--- src/hdl/tilt_compensation_with_stability_flag_macros.svh ---
// Assertion macros used by the tilt compensation top level.
`ifndef TILT_COMPENSATION_WITH_STABILITY_FLAG_MACROS_SVH
`define TILT_COMPENSATION_WITH_STABILITY_FLAG_MACROS_SVH

// The consequent must hold in the same cycle as the antecedent.
`define TCSF_ASSERT_HOLDS(name, ante, cons) \
   name: assert property (@(posedge clock) disable iff (reset) (ante) |-> (cons)) \
      else $error("tilt compensation check failed");

// The consequent must hold in the cycle after the antecedent.
`define TCSF_ASSERT_NEXT(name, ante, cons) \
   name: assert property (@(posedge clock) disable iff (reset) (ante) |=> (cons)) \
      else $error("tilt compensation sequencing check failed");

`endif

--- src/hdl/tcsf_pkg.sv ---
// Types, constants and arithmetic helpers for the tilt compensation block.
`timescale 1ns / 1ps

package tcsf_pkg;

   localparam logic [8:0]  CoefOne        = 9'd256;
   localparam logic [13:0] CalmCompLimit  = 14'd128;

   typedef enum logic [2:0] {
      ST_IDLE,
      ST_MUL,
      ST_SUM,
      ST_CMUL,
      ST_CLAMP,
      ST_MERGE
   } tcsf_state_type;

   typedef enum logic [2:0] {
      REG_ENABLED,
      REG_FILTER_ALPHA,
      REG_COMP_GAIN,
      REG_DECAY_FACTOR,
      REG_DEADBAND,
      REG_MAX_COMP,
      REG_STABLE_THRESHOLD,
      REG_STABLE_CYCLES
   } tcsf_reg_type;

   typedef struct packed {
      logic mul_en;
      logic sum_en;
      logic cmul_en;
      logic clamp_en;
      logic merge_en;
      logic upd;
      logic clear;
   } tcsf_ctrl_type;

   typedef struct packed {
      logic [8:0]  alpha;
      logic [8:0]  gain;
      logic [8:0]  decay;
      logic [11:0] deadband;
      logic [11:0] max_comp;
   } tcsf_axis_cfg_type;

   typedef struct packed {
      logic [15:0] adjusted_roll;
      logic [15:0] adjusted_pitch;
      logic        stable;
      logic [12:0] roll_comp;
      logic [12:0] pitch_comp;
   } tcsf_result_type;

   // Coefficients above one are used as one.
   function automatic logic [8:0] sat_coef(input logic [8:0] c);
      return (c > CoefOne) ? CoefOne : c;
   endfunction

   // Signed divide by 256 rounding toward zero.
   function automatic logic signed [18:0] tdiv(input logic signed [26:0] x);
      logic signed [26:0] b;
      b = x + (x[26] ? 27'sd255 : 27'sd0);
      return b[26:8];
   endfunction

   function automatic logic [12:0] abs13(input logic signed [12:0] x);
      return x[12] ? 13'(-x) : 13'(x);
   endfunction

   function automatic logic [16:0] abs16(input logic signed [15:0] x);
      logic signed [16:0] w;
      w = 17'(x);
      return w[16] ? 17'(-w) : 17'(w);
   endfunction

   function automatic logic signed [15:0] sat16(input logic signed [16:0] x);
      if (x > 17'sd32767) begin
         return 16'sh7FFF;
      end else if (x < -17'sd32768) begin
         return 16'sh8000;
      end
      return x[15:0];
   endfunction

endpackage

--- src/hdl/tcsf_lane.sv ---
// One axis lane: low-pass filter, gain or decay product, and clamp.
`timescale 1ns / 1ps

module tcsf_lane (
   input  logic                           clock,
   input  logic                           reset,
   input  tcsf_pkg::tcsf_ctrl_type        ctrl,
   input  tcsf_pkg::tcsf_axis_cfg_type    cfg,
   input  logic signed [15:0]             measured,
   output logic signed [15:0]             smoothed,
   output logic signed [12:0]             offset
);
   import tcsf_pkg::*;

   logic [8:0]         alpha;
   logic [8:0]         inv_alpha;
   logic signed [26:0] prod_old_ff, prod_old_in;
   logic signed [26:0] prod_new_ff, prod_new_in;
   logic signed [26:0] wsum;
   logic signed [18:0] filt_q;
   logic signed [15:0] filt;
   logic [16:0]        filt_abs;
   logic signed [15:0] smooth_ff, smooth_in;
   logic               comp_sel_ff, comp_sel_in;
   logic signed [15:0] operand;
   logic [8:0]         coef_sel;
   logic signed [26:0] mprod_ff, mprod_in;
   logic signed [18:0] quot;
   logic signed [18:0] raw;
   logic signed [18:0] limit;
   logic signed [18:0] clamped;
   logic signed [12:0] offset_ff, offset_in;

   assign alpha       = sat_coef(cfg.alpha);
   assign inv_alpha   = CoefOne - alpha;
   assign prod_old_in = smooth_ff * $signed({1'b0, inv_alpha});
   assign prod_new_in = measured * $signed({1'b0, alpha});

   assign wsum        = prod_old_ff + prod_new_ff;
   assign filt_q      = tdiv(wsum);
   assign filt        = filt_q[15:0];
   assign filt_abs    = abs16(filt);
   assign comp_sel_in = filt_abs > {5'd0, cfg.deadband};

   assign operand  = comp_sel_ff ? smooth_ff : 16'(offset_ff);
   assign coef_sel = comp_sel_ff ? sat_coef(cfg.gain) : sat_coef(cfg.decay);
   assign mprod_in = operand * $signed({1'b0, coef_sel});

   assign quot  = tdiv(mprod_ff);
   assign raw   = comp_sel_ff ? -quot : quot;
   assign limit = $signed({7'd0, cfg.max_comp});

   always_comb begin
      if (raw > limit) begin
         clamped = limit;
      end else if (raw < -limit) begin
         clamped = -limit;
      end else begin
         clamped = raw;
      end
   end

   always_comb begin
      smooth_in = smooth_ff;
      offset_in = offset_ff;
      if (ctrl.clear) begin
         smooth_in = '0;
         offset_in = '0;
      end else begin
         if (ctrl.sum_en && ctrl.upd) begin
            smooth_in = filt;
         end
         if (ctrl.clamp_en && ctrl.upd) begin
            offset_in = clamped[12:0];
         end
      end
   end

   always_ff @(posedge clock) begin
      if (reset) begin
         smooth_ff <= '0;
         offset_ff <= '0;
      end else begin
         smooth_ff <= smooth_in;
         offset_ff <= offset_in;
      end
   end

   always_ff @(posedge clock) begin
      if (ctrl.mul_en) begin
         prod_old_ff <= prod_old_in;
         prod_new_ff <= prod_new_in;
      end
      if (ctrl.sum_en) begin
         comp_sel_ff <= comp_sel_in;
      end
      if (ctrl.cmul_en) begin
         mprod_ff <= mprod_in;
      end
   end

   assign smoothed = smooth_ff;
   assign offset   = offset_ff;

endmodule

--- src/hdl/tcsf_merge.sv ---
// Merge stage: calm run and stable flag, setpoint sums and result assembly.
`timescale 1ns / 1ps

module tcsf_merge (
   input  logic                       clock,
   input  logic                       reset,
   input  tcsf_pkg::tcsf_ctrl_type    ctrl,
   input  logic [11:0]                stable_threshold,
   input  logic [7:0]                 stable_cycles,
   input  logic signed [15:0]         smoothed_roll,
   input  logic signed [15:0]         smoothed_pitch,
   input  logic signed [12:0]         offset_roll,
   input  logic signed [12:0]         offset_pitch,
   input  logic signed [15:0]         setpoint_roll,
   input  logic signed [15:0]         setpoint_pitch,
   output tcsf_pkg::tcsf_result_type  result
);
   import tcsf_pkg::*;

   logic [17:0]        err_sum;
   logic [13:0]        comp_sum;
   logic               calm;
   logic [7:0]         run_ff, run_in, run_next;
   logic               flag_ff, flag_in, flag_next;
   logic signed [15:0] adj_roll, adj_pitch;

   assign err_sum  = {1'b0, abs16(smoothed_roll)} + {1'b0, abs16(smoothed_pitch)};
   assign comp_sum = {1'b0, abs13(offset_roll)} + {1'b0, abs13(offset_pitch)};
   assign calm     = (err_sum < {6'd0, stable_threshold}) && (comp_sum < CalmCompLimit);

   assign run_next  = !calm ? 8'd0 : ((run_ff == 8'hFF) ? run_ff : run_ff + 8'd1);
   assign flag_next = calm && (flag_ff || (run_next >= stable_cycles));

   always_comb begin
      run_in  = run_ff;
      flag_in = flag_ff;
      if (ctrl.clear) begin
         run_in  = '0;
         flag_in = 1'b0;
      end else if (ctrl.merge_en && ctrl.upd) begin
         run_in  = run_next;
         flag_in = flag_next;
      end
   end

   always_ff @(posedge clock) begin
      if (reset) begin
         run_ff  <= '0;
         flag_ff <= 1'b0;
      end else begin
         run_ff  <= run_in;
         flag_ff <= flag_in;
      end
   end

   assign adj_roll  = sat16(17'(setpoint_roll) + 17'(offset_roll));
   assign adj_pitch = sat16(17'(setpoint_pitch) + 17'(offset_pitch));

   always_comb begin
      if (ctrl.upd) begin
         result.adjusted_roll  = adj_roll;
         result.adjusted_pitch = adj_pitch;
         result.stable         = flag_next;
         result.roll_comp      = offset_roll;
         result.pitch_comp     = offset_pitch;
      end else begin
         result.adjusted_roll  = setpoint_roll;
         result.adjusted_pitch = setpoint_pitch;
         result.stable         = 1'b0;
         result.roll_comp      = '0;
         result.pitch_comp     = '0;
      end
   end

endmodule

--- src/hdl/tilt_compensation_with_stability_flag.sv ---
// Top level of the tilt compensation block with stability flag.
`timescale 1ns / 1ps
`include "tilt_compensation_with_stability_flag_macros.svh"

// Each word goes from acceptance to a loaded result through these states:
// ST_IDLE takes the word, ST_MUL and ST_SUM form the filter products and the
// weighted sum in each axis lane, ST_CMUL and ST_CLAMP the gain or decay
// product and the clamp, and ST_MERGE updates the stable flag and loads the
// output register. The roll and pitch lanes run side by side; a new word is
// taken only in ST_IDLE, after the last one is loaded. The output register
// holds a finished result while the next word is already being worked on;
// only the merge step waits if the previous result has not been taken yet.

module tilt_compensation_with_stability_flag (
   input  logic        clock,
   input  logic        reset,
   input  logic        req_tvalid,
   output logic        req_tready,
   // measured_roll, measured_pitch, setpoint_roll, setpoint_pitch
   input  logic [63:0] req_tdata,
   output logic        rsp_tvalid,
   input  logic        rsp_tready,
   // adjusted_roll, adjusted_pitch, attitude_stable, roll_compensation,
   // pitch_compensation, zero fill
   output logic [63:0] rsp_tdata,
   input  logic        csr_we,
   input  logic [2:0]  csr_addr,
   input  logic [11:0] csr_wdata
);
   import tcsf_pkg::*;

   logic               enabled_ff, enabled_in;
   logic [8:0]         alpha_ff, alpha_in;
   logic [8:0]         gain_ff, gain_in;
   logic [8:0]         decay_ff, decay_in;
   logic [11:0]        deadband_ff, deadband_in;
   logic [11:0]        max_comp_ff, max_comp_in;
   logic [11:0]        threshold_ff, threshold_in;
   logic [7:0]         cycles_ff, cycles_in;
   tcsf_reg_type       reg_sel;

   tcsf_state_type     state_ff, state_in;
   logic [63:0]        in_word_ff;
   logic               in_accept;
   logic               out_load;
   logic               rsp_valid_ff, rsp_valid_in;
   tcsf_result_type    rsp_word_ff;
   tcsf_result_type    result;
   tcsf_ctrl_type      ctrl;
   tcsf_axis_cfg_type  axis_cfg;

   logic signed [15:0] smoothed_roll, smoothed_pitch;
   logic signed [12:0] offset_roll, offset_pitch;
   logic [13:0]        out_comp_sum;
   logic               merge_stalled;
   logic               stable_out;

   // Configuration registers.
   assign reg_sel = tcsf_reg_type'(csr_addr);

   always_comb begin
      enabled_in   = enabled_ff;
      alpha_in     = alpha_ff;
      gain_in      = gain_ff;
      decay_in     = decay_ff;
      deadband_in  = deadband_ff;
      max_comp_in  = max_comp_ff;
      threshold_in = threshold_ff;
      cycles_in    = cycles_ff;
      if (csr_we) begin
         case (reg_sel)
            REG_ENABLED:          enabled_in   = csr_wdata[0];
            REG_FILTER_ALPHA:     alpha_in     = csr_wdata[8:0];
            REG_COMP_GAIN:        gain_in      = csr_wdata[8:0];
            REG_DECAY_FACTOR:     decay_in     = csr_wdata[8:0];
            REG_DEADBAND:         deadband_in  = csr_wdata;
            REG_MAX_COMP:         max_comp_in  = csr_wdata;
            REG_STABLE_THRESHOLD: threshold_in = csr_wdata;
            REG_STABLE_CYCLES:    cycles_in    = csr_wdata[7:0];
            default: begin
            end
         endcase
      end
   end

   always_ff @(posedge clock) begin
      if (reset) begin
         enabled_ff   <= 1'b0;
         alpha_ff     <= 9'd77;
         gain_ff      <= 9'd218;
         decay_ff     <= 9'd230;
         deadband_ff  <= 12'd38;
         max_comp_ff  <= 12'd1024;
         threshold_ff <= 12'd192;
         cycles_ff    <= 8'd15;
      end else begin
         enabled_ff   <= enabled_in;
         alpha_ff     <= alpha_in;
         gain_ff      <= gain_in;
         decay_ff     <= decay_in;
         deadband_ff  <= deadband_in;
         max_comp_ff  <= max_comp_in;
         threshold_ff <= threshold_in;
         cycles_ff    <= cycles_in;
      end
   end

   assign axis_cfg.alpha    = alpha_ff;
   assign axis_cfg.gain     = gain_ff;
   assign axis_cfg.decay    = decay_ff;
   assign axis_cfg.deadband = deadband_ff;
   assign axis_cfg.max_comp = max_comp_ff;

   // Sequencer.
   assign in_accept = req_tvalid && req_tready;
   assign out_load  = (state_ff == ST_MERGE) && (!rsp_valid_ff || rsp_tready);

   always_comb begin
      state_in = state_ff;
      case (state_ff)
         ST_IDLE: begin
            if (req_tvalid) begin
               state_in = ST_MUL;
            end
         end
         ST_MUL:   state_in = ST_SUM;
         ST_SUM:   state_in = ST_CMUL;
         ST_CMUL:  state_in = ST_CLAMP;
         ST_CLAMP: state_in = ST_MERGE;
         ST_MERGE: begin
            if (out_load) begin
               state_in = ST_IDLE;
            end
         end
         default:  state_in = ST_IDLE;
      endcase
   end

   always_comb begin
      req_tready    = 1'b0;
      ctrl.mul_en   = 1'b0;
      ctrl.sum_en   = 1'b0;
      ctrl.cmul_en  = 1'b0;
      ctrl.clamp_en = 1'b0;
      ctrl.merge_en = 1'b0;
      ctrl.upd      = enabled_ff;
      ctrl.clear    = csr_we && (reg_sel == REG_ENABLED) && csr_wdata[0];
      case (state_ff)
         ST_IDLE:  req_tready    = 1'b1;
         ST_MUL:   ctrl.mul_en   = 1'b1;
         ST_SUM:   ctrl.sum_en   = 1'b1;
         ST_CMUL:  ctrl.cmul_en  = 1'b1;
         ST_CLAMP: ctrl.clamp_en = 1'b1;
         ST_MERGE: ctrl.merge_en = out_load;
         default: begin
         end
      endcase
   end

   always_ff @(posedge clock) begin
      if (reset) begin
         state_ff <= ST_IDLE;
      end else begin
         state_ff <= state_in;
      end
   end

   always_ff @(posedge clock) begin
      if (in_accept) begin
         in_word_ff <= req_tdata;
      end
   end

   // Axis lanes and merge stage.
   tcsf_lane u_lane_roll (
      .clock    (clock),
      .reset    (reset),
      .ctrl     (ctrl),
      .cfg      (axis_cfg),
      .measured ($signed(in_word_ff[15:0])),
      .smoothed (smoothed_roll),
      .offset   (offset_roll)
   );

   tcsf_lane u_lane_pitch (
      .clock    (clock),
      .reset    (reset),
      .ctrl     (ctrl),
      .cfg      (axis_cfg),
      .measured ($signed(in_word_ff[31:16])),
      .smoothed (smoothed_pitch),
      .offset   (offset_pitch)
   );

   tcsf_merge u_merge (
      .clock            (clock),
      .reset            (reset),
      .ctrl             (ctrl),
      .stable_threshold (threshold_ff),
      .stable_cycles    (cycles_ff),
      .smoothed_roll    (smoothed_roll),
      .smoothed_pitch   (smoothed_pitch),
      .offset_roll      (offset_roll),
      .offset_pitch     (offset_pitch),
      .setpoint_roll    ($signed(in_word_ff[47:32])),
      .setpoint_pitch   ($signed(in_word_ff[63:48])),
      .result           (result)
   );

   // Output register.
   always_comb begin
      rsp_valid_in = rsp_valid_ff;
      if (out_load) begin
         rsp_valid_in = 1'b1;
      end else if (rsp_tready) begin
         rsp_valid_in = 1'b0;
      end
   end

   always_ff @(posedge clock) begin
      if (reset) begin
         rsp_valid_ff <= 1'b0;
      end else begin
         rsp_valid_ff <= rsp_valid_in;
      end
   end

   always_ff @(posedge clock) begin
      if (out_load) begin
         rsp_word_ff <= result;
      end
   end

   assign rsp_tvalid = rsp_valid_ff;
   assign rsp_tdata  = {5'd0, rsp_word_ff.pitch_comp, rsp_word_ff.roll_comp,
                        rsp_word_ff.stable, rsp_word_ff.adjusted_pitch,
                        rsp_word_ff.adjusted_roll};

   assign out_comp_sum = {1'b0, abs13(rsp_word_ff.roll_comp)}
                       + {1'b0, abs13(rsp_word_ff.pitch_comp)};

   assign merge_stalled = (state_ff == ST_MERGE) && rsp_tvalid && !rsp_tready;
   assign stable_out    = rsp_tvalid && rsp_word_ff.stable;

   `TCSF_ASSERT_NEXT(a_accept_starts_lanes, in_accept, state_ff == ST_MUL)
   `TCSF_ASSERT_NEXT(a_merge_waits_for_sink, merge_stalled, state_ff == ST_MERGE)
   `TCSF_ASSERT_HOLDS(a_stable_means_small_comp, stable_out, out_comp_sum < CalmCompLimit)

endmodule

--- config.mk ---
export PLATFORM = sky130hd
export DESIGN_NAME = tilt_compensation_with_stability_flag
export DESIGN_NICKNAME = d
export VERILOG_FILES = /design/src/hdl/tcsf_pkg.sv /design/src/hdl/tcsf_lane.sv /design/src/hdl/tcsf_merge.sv /design/src/hdl/tilt_compensation_with_stability_flag.sv
export VERILOG_INCLUDE_DIRS = /design/src /design/src/hdl
export SDC_FILE = /design/constraint.sdc
export NUM_CORES = 2
export LEC_CHECK = 0
export BUFFER_PORTS_ARGS = -buffer_cell sky130_fd_sc_hd__buf_4
export CORE_ASPECT_RATIO = 0.9
export CORE_MARGIN = 1.5
export CORE_UTILIZATION = 25
export CTS_BUF_LIST = sky130_fd_sc_hd__clkbuf_2
export DETAILED_ROUTE_END_ITERATION = 8
export GPL_TIMING_DRIVEN = 1
export SYNTH_ARGS = -nofsm -noshare
export SYNTH_HDL_FRONTEND = slang
export SYNTH_SLANG_ARGS = --single-unit
--- constraint.sdc ---
create_clock -name clock -period 16.7 [get_ports clock]
set_clock_uncertainty 0.1 [all_clocks]
set_input_delay 3.34 -clock clock [delete_from_list [all_inputs] [get_ports clock]]
set_output_delay 3.34 -clock clock [all_outputs]
set_load 0.05 [all_outputs]
---- Yosys cells after proc, flatten, opt, wreduce, memory -nomap -nowiden ----
Index checks and enable logic that the tools add are counted.
operators by class
  equality and inequality tests ........... 15
  magnitude comparators ................... 16
  multiply operators ...................... 6
  $add $sub $neg .......................... 21
  muxes and demuxes ....................... 47
  reductions and logical operators ........ 25
operators by type and width
  operator              count
  $mul 16x10->26        6
  $mux 16               8
  $add 27x27->27        4
  $mux 13               6
  $mux 17               4
  $neg 16->17           4
  $mux 59               1
  $add 24x9->24         2
  $mux 8                6
  $mux 9                5
  $gt 19x13->1          2
  $lt 19x19->1          2
  $mux 19               2
  $neg 19->19           2
  $add 16x13->17        2
  $gt 17x12->1          2
  $gt 17x16->1 const B  2
  $lt 17x16->1 const B  2
  $gt 9x9->1 const B    3
  $neg 13->13           2
  $neg 12->19           1
  $add 17x17->18        1
  $eq 3x3->1 const B    6
  $lt 18x12->1          1
  other kinds (19)      54
storage, ports and cells
  output and inout port bits .............. 66
  bits in registers ....................... 430

---- Longest topological paths before layout ----
  word-level depth ........................ 10
  depth in mapped cells ................... 35
  depth with buffers taken out ............ 33

---- Modules after synthesis ----
Synthesis repeated with hierarchy kept, for this count alone.
unflattened totals
  cell total of the unflattened synthesis .. 6716
  area total of the unflattened synthesis .. 60526.8 µm²
by module, submodules not included
  module                                 times used  sequential area each (µm²)  area each (µm²)  cells an instance
  tcsf_lane at u_lane_pitch              1           2952.8                      24578.6          2792
  tcsf_lane at u_lane_roll               1           2952.8                      23929.2          2706
  tilt_compensation_with_stability_flag  1           5215.0                      6533.8           451
  tcsf_merge                             1           180.2                       5485.3           767

---- Worst setup path before layout ----
OpenSTA, ideal clock, no wires.
  kind .................................... flip-flop to flip-flop
  from .................................... register state_ff[0]
  to ...................................... register u_lane_pitch.prod_new_ff[0] (enable)
  required time ........................... 15884 ps
  stages on the path, launching flop included .. 3
  path slack .............................. 7710 ps
  arrival time ............................ 8174 ps
  cell sequence ........................... dfxtp_1 clkbuf_1 nor3b_1
on the way
  word-level cells in the longest chain between the ends .. 2
RTL lines
  item                    RTL line                                      source
  start, declared         tilt_compensation_with_stability_flag.sv:42   tcsf_state_type state_ff, state_in;
  start signal, assigned  tilt_compensation_with_stability_flag.sv:164  state_ff <= state_in;
  $eq 3x1->1              tilt_compensation_with_stability_flag.sv:148  case (state_ff)
  $mux 1                  tilt_compensation_with_stability_flag.sv:148
  end signal, assigned    tcsf_lane.sv:92                               prod_new_ff <= prod_new_in;
  end, declared           tcsf_lane.sv:18                               logic signed [26:0] prod_new_ff, prod_new_in;
Every way passes these cells.
A chain may end at the register's enable or synchronous reset.

---- Final worst setup path ----
  from .................................... register alpha_ff[8]
  to ...................................... register u_lane_pitch.prod_old_ff[25] (data pin)
on the way
  word-level cells in the longest chain between the ends .. 4
RTL lines
  item                                    RTL line                                     source
  start, declared                         tilt_compensation_with_stability_flag.sv:33  logic [8:0] alpha_ff, alpha_in;
  start signal, assigned                  tilt_compensation_with_stability_flag.sv:98  alpha_ff <= alpha_in;
  $gt 9x9->1                              tcsf_pkg.sv:57                               return (c > CoefOne) ? CoefOne : c;
  $mux 9 (*)                              tcsf_pkg.sv:57
  $sub 9x9->9 (*)                         tcsf_lane.sv:35                              assign inv_alpha = CoefOne - alpha;
  $mul 16x10->26 (*)                      tcsf_lane.sv:36                              assign prod_old_in = smooth_ff * $signed({1'b0, inv_alpha});
  named net u_lane_pitch.prod_old_in[25]  tcsf_lane.sv:17                              logic signed [26:0] prod_old_ff, prod_old_in;
  end signal, assigned                    tcsf_lane.sv:91                              prod_old_ff <= prod_old_in;
  end, declared                           tcsf_lane.sv:17
Mark *: on every way through the listed nets, which the timed path passes. The rest lies on a longest branch.

==> summary.md <==
| Metric | Value |
|---|---|
| Status | `finished, final reports clean` |
| CP max stage delay | `940 ps` |
| Initial core utilization | `25.2%` |
| I/O pin total | `150` |
| Post-synth ARST share | `0%` |
| RSZ-0062 raised after global routing | `no` |
| Number of setup violations in the final report | `0` |
| Layout Nets | `8,093` |
| Core Footprint | `236,000 um2` |
| Syn Area/Cell | `8.96 um2` |
| Crit start category | `flip-flop` |
| Via/cell ratio | `4.70` |
| DRC | `0` |
| Die width | `516 um` |
| Sw frac | `48.4%` |
| P_int | `3.42 mW` |
| Vias in the first global route | `47,500` |
| Total gr overflow | `0` |
| Post-CTS Resized | `0` |
| Net Switching | `3.20 mW` |
| Setup tns final | `0 ps` |
| Die Y-Extent | `465 um` |
| Clock Path Buffers | `3` |
| GRT met1 Usage | `19.3%` |
| Final GP Congestion | `0.899` |
| CTS tree | `yes` |
| Final cycle utilization of the critical path | `53.6%` |
| Worst Path Arrival | `10,070 ps` |
| Area of the multi-input gates | `43,300 um2` |
| Mux cell area share after synthesis | `1.66%` |
| 1st-iter DRT viols | `approximately 3,800` |
| Synth warn | `0` |
| Post-Synth XOR/XNOR Area | `5.75%` |
| Fmax | `~110 MHz` |
| Min cycle time layout | `a little under 9000 ps` |
| Post-synthesis adder-cell area fraction | `37.3%` |
| Pwr Density | `102 nW/um2` |
| CTS root buf | `clkbuf_2` |
| Comb pwr share | `approximately 66%` |
| Share of cells above drive strength 1 | `under 10%` |
| Most used routing layer | `met2` |
| VDD IR max | `0.111 mV` |
| First-pass GRT wire length | `263 mm` |
| Setup Fix Bufs, Post-CTS | `0` |
| Num rows | `169` |
| Relative slew slack | `7.78%` |
| Register area | `11,300 um2` |
| Syn Inst Count | `6,621` |
| Met2 usage | `21.2%` |
| Sequential cell area fraction in the yosys report | `between 10% and 20%` |
| Simple-gate share of the synthesized area | `17.3%` |
| Largest net degree at the start of global routing | `slightly below 90` |
| Hold WS | `between 300 and 400 ps` |
| Worst Tran Pin Value | `1380 ps` |
| Cell variety after synth | `93` |
| Seq cells post-synth | `424` |
| Clock transition at path regs | `~100 ps` |
| Area grow syn2layout | `9.81%` |
| Routed len/inst | `16.6 um` |
| Post-synthesis compound-gate area fraction | `10.8%` |
| Sink Count | `between 400 and 500` |
| DP Wirelength | `131 mm` |
| Met3 GRT Util | `3.00%` |
| Top_reg_cell synth | `edfxtp_1` |
| Post-route ant nets | `0` |
| Crit end category | `flip-flop` |
| Req. time, crit path | `about 18,000 ps` |
| Final hold vios | `0` |
| Via Count | `46,800` |
| Sequential power share | `a little over a fifth` |
| Mapped cell area | `around 59,000 um2` |
| Later-pin clock latency in the skew report | `1550 ps` |
| Kind of critical path | `flip-flop to flip-flop` |
| TritonCTS buffer count | `117` |
| Largest family of logic cells by synthesized area | `adder cells` |
| Critical path peak fanout | `43` |
| # hold bufs at CTS | `0` |
| Max Slew Vio Count | `0` |
| Initial DRT Pass Iterations | `6` |
| Final wirelength | `166 mm` |
| Max Cap Viol | `0` |
| Crit-path slowest cell | `dfxtp_2` |
| CTS H-tree lvls | `3` |
| FILL cells | `roughly 25,000` |
| Gr usage total | `13.7%` |
| Initial antenna violation count | `18` |
| Min-delay worst type | `flip-flop to flip-flop` |
| Number of port buffers | `144` |
| Post-synth EDFFs | `281` |
| Leak Pwr | `30.6 nW` |
| Critical path cell sequence | `nor2b_4 > nor3_1 > nand3b_1 > xor2_2 > buf_4 > and2_1 > fa_1 > inv_1 > fa_1 > fa_1 > fa_1 > fa_1 > inv_1 > ha_1 > a21o_1 > a21oi_1 > a31oi_1 > o41ai_1 > o2111a_1 > nor3_1 > a2111oi_0 > a21oi_1 > xnor2_1` |
| Die area | `240,000 um2` |
| Clock power share | `12.6%` |
| Most used cell, CP | `fa_1` |
==> logic make-up after synthesis <==
kind of cell | after synthesis
multiplexers | 93
AO/OA/AOI/OAI | 984
adder cells (fa/ha/maj) | 1327
buffers and inverters | 1283
other | 1
AND/OR/NAND/NOR | 2120
XOR/XNOR | 389
flip-flops | 424
==> power by group through the flow <==
stage,logic [mW],registers (mW),clock network [mW]
after global placement,4.18,1.46,0
after CTS,4.32,1.44,0.873
final,4.35,1.44,0.834
after floorplan,3.19,1.41,0
after global routing,4.85,1.45,0.918
after detailed placement,4.29,1.46,0
==> worst max-delay path: cells and delay by family, from the launching register on <==
| kind | cells | cell delay, ps |
|---|---|---|
| buffers and inverters | 3 | 500 |
| DFF | 1 | 940 |
| adders and majority gates | 6 | 2810 |
| AOI/OAI and AO/OA | 7 | 2560 |
| xor gates and xnor gates | 2 | 640 |
| and+or+nand+nor | 5 | 1180 |
==> area by class of cell <==
cell class | count | share of cell area, %
Antenna cell | 13 | 0.0500
Inverter | 1014 | 5.85
Multi-Input combinational cell | 4920 | 66.5
Clock buffer | 157 | 1.21
Sequential cell | 424 | 17.4
Tap cell | 3163 | 6.08
Timing Repair Buffer | 208 | 2.40
Clock inverter | 54 | 0.523
==> cell usage in the layout (no fill, tap or decap), drive strengths merged, types with 41 or more instances in the layout <==
| cell | instances |
|---|---|
| and2 | 333 |
| a21o | 92 |
| mux2 | 41 |
| xnor2 | 285 |
| nand2 | 721 |
| xor2 | 104 |
| nand4 | 47 |
| nor3 | 94 |
| clkinv | 48 |
| a211oi | 64 |
| a21oi | 323 |
| or3 | 61 |
| dfxtp | 143 |
| inv | 1017 |
| mux2i | 52 |
| nand3 | 110 |
| buf | 208 |
| nand2b | 66 |
| nor2 | 444 |
| edfxtp | 281 |
| ha | 587 |
| clkbuf | 157 |
| fa | 737 |
| o21ai | 163 |
| nor2b | 82 |
==> metal layers <==
metal  vias to the layer above  share of wire (%)
met5                         -              0.083
li1                      21900                  -
met1                     23200                 47
met2                      1403                 43
met4                        22                2.6
met3                       271                7.7
==> cells in the mapped netlist (35+ instances only) <==
library cell  number  area [um2]
fa_1             737       14800
inv_1           1013        3800
o21bai_1          36         270
mux2i_1           52         521
a211oi_1          62         465
xnor2_1          285        2500
o21a_1            36         270
dfxtp_1          143        2860
and3_1            35         219
nand3_1          110         551
xor2_1           104         911
a21o_1            92         691
o21ai_0          154         771
or3_1             61         382
clkbuf_1         225         845
nand4_1           47         294
mux2_2            41         462
nand2b_1          66         413
edfxtp_1         281        8440
a21oi_1          323        1620
nor2_1           444        1670
nor3_1            92         460
nor2b_1           82         513
nand2_1          720        2700
and2_1           333        2080
ha_1             587        7340
buf_1             35         131
==> through the flow <==
stage | setup slack (ps) | cells | total power [mW] | utilization (%) | instance area, um2
2_1_floorplan | 7710 | 6627 | 4.59 | - | 59300
3_3_place_gp | 7900 | 9729 | 5.64 | 27.1 | 64000
3_5_place_dp | 7810 | 9729 | 5.75 | 27.1 | 64000
4_1_cts | 7910 | 9940 | 6.63 | 27.6 | 65100
5_1_grt | 7260 | 9946 | 7.21 | 27.6 | 65100
6_report | 7750 | 9953 | 6.62 | 27.6 | 65100
==> final timing paths <==
path	cells after the start	endpoint	slack, ps	startpoint
worst max-delay path	23	u_lane_pitch.prod_old_ff[25]	7750	alpha_ff[8]
worst min-delay path	2	alpha_ff[1]	360	alpha_ff[1]
worst max register to register	23	u_lane_pitch.prod_old_ff[25]	7750	alpha_ff[8]
worst min register to register	2	alpha_ff[1]	360	alpha_ff[1]
==> flip-flops by register name, summed over array words and instances (netlist names), 3 cells and up <==
name	flops
u_lane_roll.prod_old_ff	26
state_ff	3
u_lane_roll.prod_new_ff	26
u_lane_roll.mprod_ff	26
u_lane_pitch.smoothed	16
in_word_ff	64
u_lane_pitch.prod_new_ff	26
threshold_ff	12
cycles_ff	8
u_lane_roll.smoothed	16
u_lane_pitch.offset	13
deadband_ff	12
u_lane_roll.offset	13
rsp_tdata	59
max_comp_ff	12
alpha_ff	9
u_lane_pitch.mprod_ff	26
decay_ff	9
gain_ff	9
u_merge.run_ff	8
u_lane_pitch.prod_old_ff	26
Power figures use the tool's default switching activity.
